**config.mk**
```make
export PLATFORM = sky130hd
export DESIGN_NAME = lcd_mode_and_line_timing
export DESIGN_NICKNAME = d
export VERILOG_FILES = /design/src/rtl/lmlt_pkg.sv /design/src/rtl/lmlt_cfg_regs.sv /design/src/rtl/lmlt_step.sv /design/src/rtl/lcd_mode_and_line_timing.sv
export VERILOG_INCLUDE_DIRS = /design/src /design/src/rtl
export SDC_FILE = /design/constraint.sdc
export NUM_CORES = 1
export LEC_CHECK = 0
export BUFFER_PORTS_ARGS = -buffer_cell sky130_fd_sc_hd__buf_2
export CAP_MARGIN = 20
export CORE_UTILIZATION = 50
export CTS_BUF_LIST = sky130_fd_sc_hd__clkbuf_8
export CTS_CLUSTER_SIZE = 8
export DETAILED_ROUTE_END_ITERATION = 16
export PLACE_DENSITY = 0.8
export SYNTH_ARGS = -nofsm -noshare
export SYNTH_HDL_FRONTEND = slang
export SYNTH_SLANG_ARGS = --single-unit
export TNS_END_PERCENT = 30
```
**constraint.sdc**
```tcl
create_clock -name aclk -period 9.45 [get_ports aclk]
set_clock_uncertainty 0.05 [all_clocks]
set_input_delay 0.4725 -clock aclk [delete_from_list [all_inputs] [get_ports aclk]]
set_output_delay 0.4725 -clock aclk [all_outputs]
set_load 0.01 [all_outputs]
```
**src/rtl/assert_macros.svh**
```systemverilog
// Assertion macros used by the RTL modules (included by lmlt_step).
`ifndef ASSERT_MACROS_SVH
`define ASSERT_MACROS_SVH

// Check a property on every rising clock edge outside reset.
`define ASSERT_CLK(label, prop, msg) \
    label: assert property (@(posedge aclk) disable iff (!aresetn) (prop)) \
        else $error(msg);

// Check a property on every rising clock edge, reset included.
`define ASSERT_ALWAYS(label, prop, msg) \
    label: assert property (@(posedge aclk) (prop)) else $error(msg);

`endif

```
**src/rtl/lmlt_pkg.sv**
```systemverilog
// Types and constants for the LCD mode and line timing block.
package lmlt_pkg;

    localparam int ELAPSED_W  = 6;
    localparam int LINE_W     = 8;
    localparam int CFG_IDX_W  = 3;
    localparam int CFG_DATA_W = 8;
    localparam int S_TDATA_W  = 8;
    localparam int M_TDATA_W  = 24;

    localparam int OAM_END  = 81;
    localparam int DRAW_END = 253;

    typedef enum logic [1:0] {
        MODE_HBLANK = 2'd0,
        MODE_VBLANK = 2'd1,
        MODE_OAM    = 2'd2,
        MODE_DRAW   = 2'd3
    } lcd_mode_t;

    typedef enum logic [CFG_IDX_W-1:0] {
        REG_DISPLAY_ENABLE   = 3'd0,
        REG_LINE_COMPARE     = 3'd1,
        REG_HBLANK_IRQ_EN    = 3'd2,
        REG_VBLANK_IRQ_EN    = 3'd3,
        REG_OAM_IRQ_EN       = 3'd4,
        REG_COINCIDENCE_IRQ  = 3'd5
    } cfg_reg_t;

    typedef struct packed {
        logic              display_enable;
        logic [LINE_W-1:0] line_compare_value;
        logic              hblank_irq_enable;
        logic              vblank_stat_irq_enable;
        logic              oam_irq_enable;
        logic              coincidence_irq_enable;
    } cfg_t;

    typedef struct packed {
        lcd_mode_t         lcd_mode;
        logic [LINE_W-1:0] current_line;
        logic              coincidence_flag;
        logic              stat_irq_request;
        logic              vblank_irq_request;
        logic              render_line_pulse;
        logic [LINE_W-1:0] render_line_number;
    } result_t;

endpackage

```
**src/rtl/lmlt_cfg_regs.sv**
```systemverilog
// Configuration register file of the LCD mode and line timing block.
module lmlt_cfg_regs (
    input  logic                           aclk,
    input  logic                           aresetn,
    input  logic                           cfg_valid,
    output logic                           cfg_ready,
    input  logic [lmlt_pkg::CFG_IDX_W-1:0]  cfg_index,
    input  logic [lmlt_pkg::CFG_DATA_W-1:0] cfg_data,
    output lmlt_pkg::cfg_t                 cfg
);
    import lmlt_pkg::*;

    cfg_t cfg_reg;
    cfg_t cfg_next;

    assign cfg_ready = 1'b1;
    assign cfg       = cfg_reg;

    always_comb begin
        cfg_next = cfg_reg;
        if (cfg_valid) begin
            case (cfg_reg_t'(cfg_index))
                REG_DISPLAY_ENABLE:  cfg_next.display_enable         = cfg_data[0];
                REG_LINE_COMPARE:    cfg_next.line_compare_value     = cfg_data[LINE_W-1:0];
                REG_HBLANK_IRQ_EN:   cfg_next.hblank_irq_enable      = cfg_data[0];
                REG_VBLANK_IRQ_EN:   cfg_next.vblank_stat_irq_enable = cfg_data[0];
                REG_OAM_IRQ_EN:      cfg_next.oam_irq_enable         = cfg_data[0];
                REG_COINCIDENCE_IRQ: cfg_next.coincidence_irq_enable = cfg_data[0];
                default: ;
            endcase
        end
    end

    always_ff @(posedge aclk) begin
        if (!aresetn) begin
            cfg_reg <= '{display_enable: 1'b1, default: '0};
        end else begin
            cfg_reg <= cfg_next;
        end
    end

endmodule

```
**src/rtl/lmlt_step.sv**
```systemverilog
// Line timing state and the per-request mode, interrupt and render update.
`include "assert_macros.svh"

module lmlt_step #(
    parameter int LINE_CYCLES   = 456,
    parameter int VISIBLE_LINES = 144,
    parameter int LAST_LINE     = 154
) (
    input  logic                           aclk,
    input  logic                           aresetn,
    input  lmlt_pkg::cfg_t                 cfg,
    input  logic                           advance,
    input  logic [lmlt_pkg::ELAPSED_W-1:0] elapsed_cycles,
    output lmlt_pkg::result_t              result
);
    import lmlt_pkg::*;

    localparam int CNT_W = $clog2(LINE_CYCLES + 64);
    localparam int CMP_W = (CNT_W > 9) ? CNT_W : 9;

    logic [CNT_W-1:0]  lcc_reg, lcc_next;
    logic [LINE_W-1:0] line_reg, line_next;
    lcd_mode_t         mode_reg, mode_next;
    lcd_mode_t         prev_mode_reg, prev_mode_next;
    logic              line_done_reg, line_done_next;
    logic              frame_done_reg, frame_done_next;
    logic              coin_reg, coin_next;

    logic [CNT_W-1:0]  cnt;
    logic [CMP_W-1:0]  cnt_ext;
    logic [LINE_W-1:0] line_adv;
    logic              vblank_line;
    logic              stat;
    logic              vbl;
    logic              render;
    logic [LINE_W-1:0] render_num;

    assign vblank_line = line_reg >= LINE_W'(VISIBLE_LINES);

    always_comb begin
        cnt             = lcc_reg + CNT_W'(elapsed_cycles);
        cnt_ext         = CMP_W'(cnt);
        mode_next       = mode_reg;
        prev_mode_next  = prev_mode_reg;
        line_done_next  = line_done_reg;
        frame_done_next = frame_done_reg;
        coin_next       = coin_reg;
        stat            = 1'b0;
        vbl             = 1'b0;
        render          = 1'b0;
        render_num      = '0;
        lcc_next        = cnt;
        line_adv        = line_reg;

        if (vblank_line) begin
            stat           = cfg.vblank_stat_irq_enable && (prev_mode_reg != MODE_VBLANK);
            mode_next      = MODE_VBLANK;
            prev_mode_next = MODE_VBLANK;
        end else if (cnt_ext < CMP_W'(OAM_END)) begin
            stat           = cfg.oam_irq_enable && (prev_mode_reg != MODE_OAM);
            mode_next      = MODE_OAM;
            prev_mode_next = MODE_OAM;
        end else if (cnt_ext < CMP_W'(DRAW_END)) begin
            mode_next      = MODE_DRAW;
        end else if (cnt <= CNT_W'(LINE_CYCLES)) begin
            stat           = cfg.hblank_irq_enable && (prev_mode_reg != MODE_HBLANK);
            mode_next      = MODE_HBLANK;
            prev_mode_next = MODE_HBLANK;
        end

        if (cnt_ext >= CMP_W'(DRAW_END) && line_reg <= LINE_W'(VISIBLE_LINES)
                && !line_done_reg) begin
            render         = 1'b1;
            render_num     = line_reg;
            line_done_next = 1'b1;
        end

        if (!frame_done_reg && line_reg == LINE_W'(VISIBLE_LINES) && cfg.display_enable) begin
            vbl             = 1'b1;
            frame_done_next = 1'b1;
        end

        if (cnt > CNT_W'(LINE_CYCLES)) begin
            lcc_next       = cnt - CNT_W'(LINE_CYCLES);
            line_adv       = line_reg + LINE_W'(1);
            line_done_next = 1'b0;
        end

        if (line_adv == cfg.line_compare_value) begin
            if (cfg.coincidence_irq_enable && !coin_reg) begin
                stat      = 1'b1;
                coin_next = 1'b1;
            end
        end else begin
            coin_next = 1'b0;
        end

        line_next = line_adv;
        if (line_adv > LINE_W'(LAST_LINE)) begin
            line_next       = '0;
            frame_done_next = 1'b0;
        end

        result.lcd_mode           = mode_next;
        result.current_line       = line_next;
        result.coincidence_flag   = coin_next;
        result.stat_irq_request   = stat;
        result.vblank_irq_request = vbl;
        result.render_line_pulse  = render;
        result.render_line_number = render_num;
    end

    always_ff @(posedge aclk) begin
        if (!aresetn) begin
            lcc_reg        <= '0;
            line_reg       <= '0;
            mode_reg       <= MODE_HBLANK;
            prev_mode_reg  <= MODE_HBLANK;
            line_done_reg  <= 1'b0;
            frame_done_reg <= 1'b0;
            coin_reg       <= 1'b0;
        end else if (advance) begin
            lcc_reg        <= lcc_next;
            line_reg       <= line_next;
            mode_reg       <= mode_next;
            prev_mode_reg  <= prev_mode_next;
            line_done_reg  <= line_done_next;
            frame_done_reg <= frame_done_next;
            coin_reg       <= coin_next;
        end
    end

    `ASSERT_CLK(a_line_in_range, line_reg <= LINE_W'(LAST_LINE), "line counter past last line")
    `ASSERT_CLK(a_cycles_in_range, lcc_reg <= CNT_W'(LINE_CYCLES), "cycle count past line end")
    `ASSERT_CLK(a_vblank_mode, advance && vblank_line |=> mode_reg == MODE_VBLANK, "not vblank")

endmodule

```
**src/rtl/lcd_mode_and_line_timing.sv**
```systemverilog
// Top level of the LCD mode and line timing block.
//
// Each request carries the clock cycles elapsed since the previous one; the
// block advances its line timing and returns one result per request with the
// LCD mode, the current line, the coincidence flag and the interrupt and
// render pulses. One request is taken every clock unless the input side is
// stalled: the request passes an input register, a single pass of
// compare-and-add logic updates the timing state, and the result lands in
// an output register. Back-pressure on the result side stalls the input
// side only when both registers are full. Configuration writes are taken
// every cycle and act on the next request processed.
module lcd_mode_and_line_timing #(
    parameter int LINE_CYCLES   = 456,
    parameter int VISIBLE_LINES = 144,
    parameter int LAST_LINE     = 154
) (
    input  logic                            aclk,
    input  logic                            aresetn,
    // elapsed_cycles[5:0]
    input  logic [lmlt_pkg::S_TDATA_W-1:0]  s_tdata,
    input  logic                            s_tvalid,
    output logic                            s_tready,
    // lcd_mode[1:0], current_line[9:2], coincidence_flag[10],
    // stat_irq_request[11], vblank_irq_request[12], render_line_pulse[13],
    // render_line_number[21:14]
    output logic [lmlt_pkg::M_TDATA_W-1:0]  m_tdata,
    output logic                            m_tvalid,
    input  logic                            m_tready,
    input  logic                            cfg_valid,
    output logic                            cfg_ready,
    input  logic [lmlt_pkg::CFG_IDX_W-1:0]  cfg_index,
    input  logic [lmlt_pkg::CFG_DATA_W-1:0] cfg_data
);
    import lmlt_pkg::*;

    cfg_t                 cfg;
    result_t              result;
    logic                 advance;
    logic                 in_valid_reg, in_valid_next;
    logic [ELAPSED_W-1:0] in_data_reg;
    logic                 out_valid_reg, out_valid_next;
    result_t              out_data_reg;

    lmlt_cfg_regs u_cfg (
        .aclk      (aclk),
        .aresetn   (aresetn),
        .cfg_valid (cfg_valid),
        .cfg_ready (cfg_ready),
        .cfg_index (cfg_index),
        .cfg_data  (cfg_data),
        .cfg       (cfg)
    );

    lmlt_step #(
        .LINE_CYCLES   (LINE_CYCLES),
        .VISIBLE_LINES (VISIBLE_LINES),
        .LAST_LINE     (LAST_LINE)
    ) u_step (
        .aclk           (aclk),
        .aresetn        (aresetn),
        .cfg            (cfg),
        .advance        (advance),
        .elapsed_cycles (in_data_reg),
        .result         (result)
    );

    assign advance  = in_valid_reg && (!out_valid_reg || m_tready);
    assign s_tready = !in_valid_reg || advance;

    always_comb begin
        in_valid_next = in_valid_reg;
        if (s_tready) begin
            in_valid_next = s_tvalid;
        end
        out_valid_next = out_valid_reg;
        if (advance) begin
            out_valid_next = 1'b1;
        end else if (m_tready) begin
            out_valid_next = 1'b0;
        end
    end

    always_ff @(posedge aclk) begin
        if (!aresetn) begin
            in_valid_reg  <= 1'b0;
            out_valid_reg <= 1'b0;
        end else begin
            in_valid_reg  <= in_valid_next;
            out_valid_reg <= out_valid_next;
        end
    end

    always_ff @(posedge aclk) begin
        if (s_tvalid && s_tready) begin
            in_data_reg <= s_tdata[ELAPSED_W-1:0];
        end
        if (advance) begin
            out_data_reg <= result;
        end
    end

    assign m_tvalid = out_valid_reg;
    assign m_tdata  = {2'b00,
                       out_data_reg.render_line_number,
                       out_data_reg.render_line_pulse,
                       out_data_reg.vblank_irq_request,
                       out_data_reg.stat_irq_request,
                       out_data_reg.coincidence_flag,
                       out_data_reg.current_line,
                       out_data_reg.lcd_mode};

endmodule

```
==> out/results.txt <==
Flop2flop setup slack: 5630 ps
Critical path's most frequent cell: or3_1
Synthesized instance count: 409
Mean Syn Cell Area: 9.44 µm²
Core ar.: 7370 µm²
PortBufs: 45
HPWL after DPL: 5630 µm
Root Driver: clkbuf_8
Final setup vio count: 0
RR Endpoint: u_step.coin_reg
RSZ-0062 raised after global routing: no
Core Rows: 31
Setup TNS: 0 ps
Critical path peak fanout: 12
Dpl cell area: 4130 µm²
TritonCTS clock tree: built
Clock Sinks: 68
GR Util met2: 0.344
DRC viols: 0
NetSw: 0.168 mW
Power Density: 147 nW/µm²
Synthesized area: 3860 µm²
I/O pin count: 51
Ratio of cells with drive above 1 in the final layout: 0.201
Power, Total: 0.635 mW
Vias: 3,130
Post-route cell area: 4320 µm²
Met1 usage: 0.250
Max-slew violations: 0
Fin. Hold Viols: 0
Antenna diode count: 0
Routed wire per std cell: 14.3 µm
Yosys cell types: 70
Post-route minimum period: 3820 ps
Yosys top cell area share: 0.218
Setup crit start kind: flop
Worst-Skew Late Latency: 350 ps
Sw frac: 0.264
Combinational share of power: 0.127
Total CTS buffers: 9
Initial Util: 0.524
Die Area: 8080 µm²
Antenna violations before repair: 0
Final core occ: 0.587
Crit end category: flop
Reg2reg start: in_data_reg[2]
Worst Setup SP: in_data_reg[2]
Critical path type: reg2reg
Post-route ant nets: 0
Max FFs per register: 22
Status: completed
Crit-path max cell delay: 770 ps
CTS clk-pin slew, worst paths: 80 ps
Top Usage Layer GRT: met2
Total global routing overflow: 0
Register area share after synthesis: 0.425
Top-count cell post-synth: nor2_1
CP endpoint: u_step.coin_reg
Synth Register Bits: 68
Synth cell count leaders: nor2_1 (51), dfxtp_1 (40), nand2_1 (33)
Synth warn: 0
CTS Buffer Depth: 2
Post-synth EDFFs: 28
WP data required: 9680 ps
Initial DRC count: 150
Die Y-Extent: 89.9 µm
Number of global-route vias before repair: 2,952
Fmax: 262 MHz
Die X: 89.9 µm
Gpl congestion: 0.914
Cts repair resizes: 0
Hold-fix buffers at CTS: 0
Top post-synthesis cells by area: edfxtp_1 (22%), dfxtp_1 (21%), nor2_1 (5.0%)
GRT Overall Usage: 0.203
Synth Flop Type: dfxtp_1
R2r worst-path depth: 10
Final #Nets: 481
Max-slew headroom: 0.304
Tcrit/Tclk final: 0.404
Hold crit path type: in2reg
P_int: 0.467 mW
Met3 Resource Use GR: 0.0372
Max-Cap Viols: 0
CP max-delay cell: o311ai_2
H-tree depth: 3
Arr. time, crit path: 4040 ps
Sequential Power Share: 0.505
Drt via density: 5.68
Post-CTS Setup Bufs: 0
First-pass GRT wire length: 13,300 µm
Leakage: 1.62 nW
Drt total wl: 7890 µm
Largest net degree at the start of global routing: 38
Total iterations of the first detailed-routing run: 5
P&R area growth vs syn: 12.0%
Critical Path, Cell by Cell: ha_1, o211ai_2, o21a_2, o311ai_2, a2111oi_0, or3_1, or3_1, a2111oi_4, nand4_2, a211oi_2
Worst-Margin Slew: 1040 ps
Synth area leader: edfxtp_1
Peak supply drop: 0.000102 V
Clk pwr share: 0.368
Async set-or-reset flop fraction in the synthesized netlist: 0
==> layer usage <==
metal,wire length [µm],part of all wire
met1,3350,0.42
met2,3830,0.49
met4,228,0.029
met3,479,0.061
met5,0,0
==> placed cells by master (no fill, tap or decap), types with 3 or more instances in the layout <==
master,netlist,layout
a211oi_1,8,8
a211oi_2,3,3
a21boi_0,4,4
a21oi_1,30,30
a31o_2,3,3
a31oi_1,3,3
and2_1,8,8
and3_1,6,6
buf_2,3,45
buf_4,3,3
clkbuf_8,0,9
conb_1,2,3
dfxtp_1,40,40
edfxtp_1,28,28
ha_1,9,9
inv_1,9,10
mux2i_1,16,16
nand2_1,33,33
nand2b_1,9,9
nand3_1,11,11
nand4_1,3,3
nor2_1,51,51
nor2b_1,3,3
nor3_1,12,12
o2111ai_1,3,3
o211ai_1,3,3
o21ai_0,16,16
o32ai_1,3,3
or2_2,4,4
or3_1,8,8
xnor2_1,11,11
xor2_1,6,6
==> kinds of logic (layout without fill, tap and decap cells) <==
kind of cell,after synthesis,after routing,synth area share
AO/OA/AOI/OAI,103,103,0.196
AND/OR/NAND/NOR,156,156,0.197
other,2,3,0.00194
flip-flops,68,68,0.425
multiplexers,16,16,0.0415
buffers and inverters,32,74,0.0369
XOR/XNOR,22,22,0.0668
adder cells (fa/ha/maj),10,10,0.0343
==> final cells by class <==
class,instances,area [µm²]
clock buffer,9,124
timing repair buffer,48,248
fill,678,3050
multi-input combinational,310,2080
sequential,68,1640
inverter,10,37.5
tap,99,124
clock inverter,7,68.8
==> worst min path at each step <==
stage,start,end,slack [ps],depth (start not counted)
final,s_tdata[2],in_data_reg[2],250,1
after global routing,s_tdata[2],in_data_reg[2],240,1
after CTS,s_tdata[2],in_data_reg[2],240,1
after detailed placement,u_step.mode_reg[1],u_step.mode_reg[1],400,2
after global placement,u_step.mode_reg[1],u_step.mode_reg[1],390,2
after floorplan,u_step.lcc_reg[3],u_step.lcc_reg[3],390,2
==> worst max-delay path: cells and delay by family, from the launching register on <==
| kind | cells | cell delay, ps |
|---|---|---|
| AO/OA/AOI/OAI | 6 | 1920 |
| AND/OR/NAND/NOR | 3 | 950 |
| adder cells (fa/ha/maj) | 1 | 430 |
| flip-flops | 1 | 390 |
==> power by group through the flow <==
stage	clock, mW	sequential, mW	combinational [mW]
floorplan	0	0.328	0.0572
global placement	0	0.326	0.0782
detailed placement	0	0.327	0.0803
CTS	0.237	0.320	0.0807
global route	0.249	0.321	0.0901
finish	0.234	0.320	0.0807
==> through the flow <==
step / instances / hold slack [ps] / setup WS, ps
2_1_floorplan: 410 / 386 / 6300
3_3_place_gp: 535 / 394 / 5750
3_5_place_dp: 535 / 398 / 5610
4_1_cts: 551 / 242 / 5600
5_1_grt: 551 / 239 / 5350
6_report: 551 / 248 / 5630
(Power assumes the default switching activity.)
